$ cat src/sv/mpbm_ram.sv
// generic simple dual-port ram with registered read
module mpbm_ram #(
  parameter int WIDTH = 8,
  parameter int DEPTH = 256
) (
  input  logic                     clk,
  input  logic                     we,
  input  logic [$clog2(DEPTH)-1:0] waddr,
  input  logic [WIDTH-1:0]         wdata,
  input  logic                     re,
  input  logic [$clog2(DEPTH)-1:0] raddr,
  output logic [WIDTH-1:0]         rdata
);

  logic [WIDTH-1:0] mem [DEPTH];

  always_ff @(posedge clk) begin
    if (we) begin
      mem[waddr] <= wdata;
    end
    if (re) begin
      rdata <= mem[raddr];
    end
  end

endmodule

$ cat config.mk
export PLATFORM = sky130hd
export DESIGN_NAME = mpbm_ram
export DESIGN_NICKNAME = d
export VERILOG_FILES = /design/src/sv/mpbm_ram.sv
export SDC_FILE = /design/constraint.sdc
export NUM_CORES = 2
export LEC_CHECK = 0
export BUFFER_PORTS_ARGS = -buffer_cell sky130_fd_sc_hd__buf_2
export CORE_MARGIN = 5
export CORE_UTILIZATION = 55
export CTS_CLUSTER_DIAMETER = 30
export DETAILED_ROUTE_END_ITERATION = 8
export HOLD_SLACK_MARGIN = 0.02
export PLACE_DENSITY_LB_ADDON = 0.08
export SLEW_MARGIN = 30
export SYNTH_ARGS = -nofsm -noshare
export SYNTH_HDL_FRONTEND = slang
export SYNTH_SLANG_ARGS = --single-unit
$ cat constraint.sdc
create_clock -name clk -period 5.84 [get_ports clk]
set_input_delay 1.168 -clock clk [delete_from_list [all_inputs] [get_ports clk]]
set_output_delay 1.168 -clock clk [all_outputs]
set_load 0.005 [all_outputs]
==> results.cfg <==
[finish]
regArea_sq_um = 61700
nFillCells = 9057
flow.area_growth_from_synthesis_pct = 20.1
num-nets-final = 4072
post_route_cells_drive_above_1_share = 0.295
finalCoreUtilization = 0.665
multi_input_comb_area_sq_um = 16600

[sta]
hold_ws_ns = 0.638
setup-tns-final_ns = 0
number_of_hold_violations_in_the_final_report = 0
grt_setup_unrepaired = false
min_period_ns = 3.98
slew_violations = 0
achievable-frequency_mhz = 251
worst_slew_pin_slew_ns = 1.07
finClkSkew_ns = 0.0617
final_min_period_over_clock_period = 0.682
final-setup-viol-count = 0
slew_headroom = 0.279

[yosys]
postSynthRegisterBits = 2056
synth_async_sr_flop_share = 0
synth.yosys.seq_area_share = 0.775
ys_warn_count = 0
number_of_enable_type_register_cells_in_the_synthesized_netlist = 2056
synth_top_cell_area_share = 0.775
synth_area_sq_um = 79600
postSynthCellCount = 3733
synth_largest_area_cell = edfxtp_1
synth.net_count = 3760
synth.lib_cells_used.distinct = 54
synth_top_flop_cell = edfxtp_1
syn_area_per_cell_sq_um = 21.3
largest_cells_by_area_after_synthesis = edfxtp_1 (78%), mux4_2 (13%), mux2i_1 (1.7%), nor2_1 (1.3%), a22oi_1 (1.3%)

[clocking]
cts-root-buf = clkbuf_16
cts-buffers-inserted = 393
clock_latency_ns = 0.94
count_of_cells_resized_by_post_cts_repair = 0
cts_post_setup_buffers_inserted = 0
h-tree-depth = 5
cts_tree = done
cts_hold_buf = 0
tritoncts_num_sinks = 2056
cts-root-to-sink-buffers = 4
cts.reportedPaths.clkPinSlew_ns = 0.05

[drt]
viasPerCell = 6.43
first_pass_iters = 6
first_iter_violations = 4495
routed_wirelength_microns = 204000
drcViolationCount = 0
detail-route-antenna-nets = 0
via_count = 40300
post_dr_wirelength_cell_microns = 32.5

[worst_setup_path]
critical_path_arrival_ns = 4.64
critical_path.startpoint_type = input port
setup.worst_path.class = in -> reg
critPathRequiredTime_ns = 6.50
crit_fanout = 52
worst_setup_path_end_kind = flip-flop
worst_r2r_path_depth = 7

[floorplan]
die_area_sq_um = 153000
initial_utilization = 0.554
coreArea_sq_um = 144000
io-pin-count = 35
die_h_microns = 391
floorplan.die.width_microns = 391
std_cell_rows = 139

[pwr]
total_power_mw = 40.7
p_leak_nw = 30.6
vdd_drop_max_mv = 0.272
pwr_density_cell_nw_per_um2 = 425

[status]
outcome = completed

[min_path]
hold-path-cell-count = 1
min-delay-path-class = in -> reg

[grt]
grt_start_max_net_pins = 182
grt_pass1_vias = 41700
grt_overflow_total = 0
first_pass_grt_wire_length_microns = 295000
initial_antenna_violation_count = 17
grtUsageTotal = 0.270

[flow_run]
max_cap_viol_count = 0

[placement]
place_congestion = 0.868
post-dp-hpwl_microns = 122000
port_buffers = 34
-- flip-flops by register name, summed over array words and instances (netlist names) --
| signal | count |
|---|---|
| mem | 2048 |
| rdata | 8 |
-- final timing paths --
path | endpoint | from | slack (ns)
hold / removal | mem[71][3]$_DFFE_PP_ | wdata[3] | 0.64
setup / recovery | rdata[1]$_DFFE_PP_ | raddr[0] | 1.86
hold reg to reg | rdata[2]$_DFFE_PP_ | mem[48][2]$_DFFE_PP_ | 1.08
setup reg to reg | rdata[1]$_DFFE_PP_ | mem[77][1]$_DFFE_PP_ | 2.78
-- cells in the final DEF, fill, tap and decap left out, types with 47 or more instances in the layout --
cell type   instances
clkinv_2           50
clkbuf_16         397
nor2_1            270
clkinvlp_4         47
buf_4              95
mux2i_1           134
mux4_2            454
bufinv_16          67
a21oi_1            96
edfxtp_1         2056
a22oi_1           133
-- synth_stat cells, types with 2 or more instances --
library cell,instances
nor3_1,22
a31oi_1,2
o221ai_1,46
o211ai_1,10
nor4_2,3
nand2b_1,8
nor2b_1,31
and3b_1,2
nor2_1,282
clkbuf_1,111
a221oi_1,13
nor4_1,24
buf_8,13
o21ai_0,10
mux4_2,454
a2111oi_1,2
o22a_1,5
o32ai_1,4
mux2i_1,134
buf_1,22
a211oi_1,16
buf_4,27
o21ai_1,2
nand3b_1,2
mux4_1,2
a22o_1,8
a311oi_1,2
and2_1,6
buf_6,21
a21oi_1,96
a2111oi_0,2
a22oi_1,133
edfxtp_1,2056
buf_2,31
nand4_1,10
o22ai_1,28
nand2_1,33
nand3_1,34
or2_2,4
buf_12,8
-- critical path, stage by stage --
cell and delay (ns):
buf_8 0.52, buf_12 0.34, mux4_2 0.54, nor2b_1 0.15, a211oi_1 0.60, nor2_1 0.18
nor4_1 0.71, buf_4 0.26, nor4_1 0.06
-- power by group --
group          leakage [nW]  internal (mW)  switching, mW
clock network          6.48           15.4           7.44
logic                  5.65          0.504          0.980
registers              18.5           16.3         0.0229
total                  30.6           32.2           8.44
-- cell type report --
class,count,area share
antenna,9,0.000235
timing repair buffer,150,0.0153
sequential,2056,0.645
multi-input combinational,1442,0.173
clock buffer,427,0.105
inverter,2,0.0000785
clock inverter,277,0.0360
tap,1903,0.0249
-- metal layers --
metal,track usage,vias to the layer above,share of wire
li1,-,16500,-
met1,0.372,21300,0.38
met2,0.430,2132,0.49
met3,0.0620,376,0.093
met4,0.103,2,0.035
met5,0,-,0.000064
-- logic make-up (layout without fill, tap and decap cells) --
kind of cell | Yosys count | in the layout | share of synthesized area
buf+inv | 235 | 856 | 0.0183
flops | 2056 | 2056 | 0.775
simple gates | 466 | 466 | 0.0263
compound gates | 385 | 385 | 0.0342
mux | 591 | 591 | 0.146
other cells | 0 | 9 | 0
-- through the flow --
| step | std cells | area, sq um | setup slack, ns |
|---|---|---|---|
| floorplan | 3733 | 79600 | 2.60 |
| global placement | 5546 | 82000 | 0.00891 |
| detailed placement | 5550 | 82000 | 0.850 |
| CTS | 6254 | 95500 | 1.84 |
| global route | 6257 | 95700 | 1.78 |
| finish | 6266 | 95700 | 1.86 |
Power figures use the tool's default switching activity.
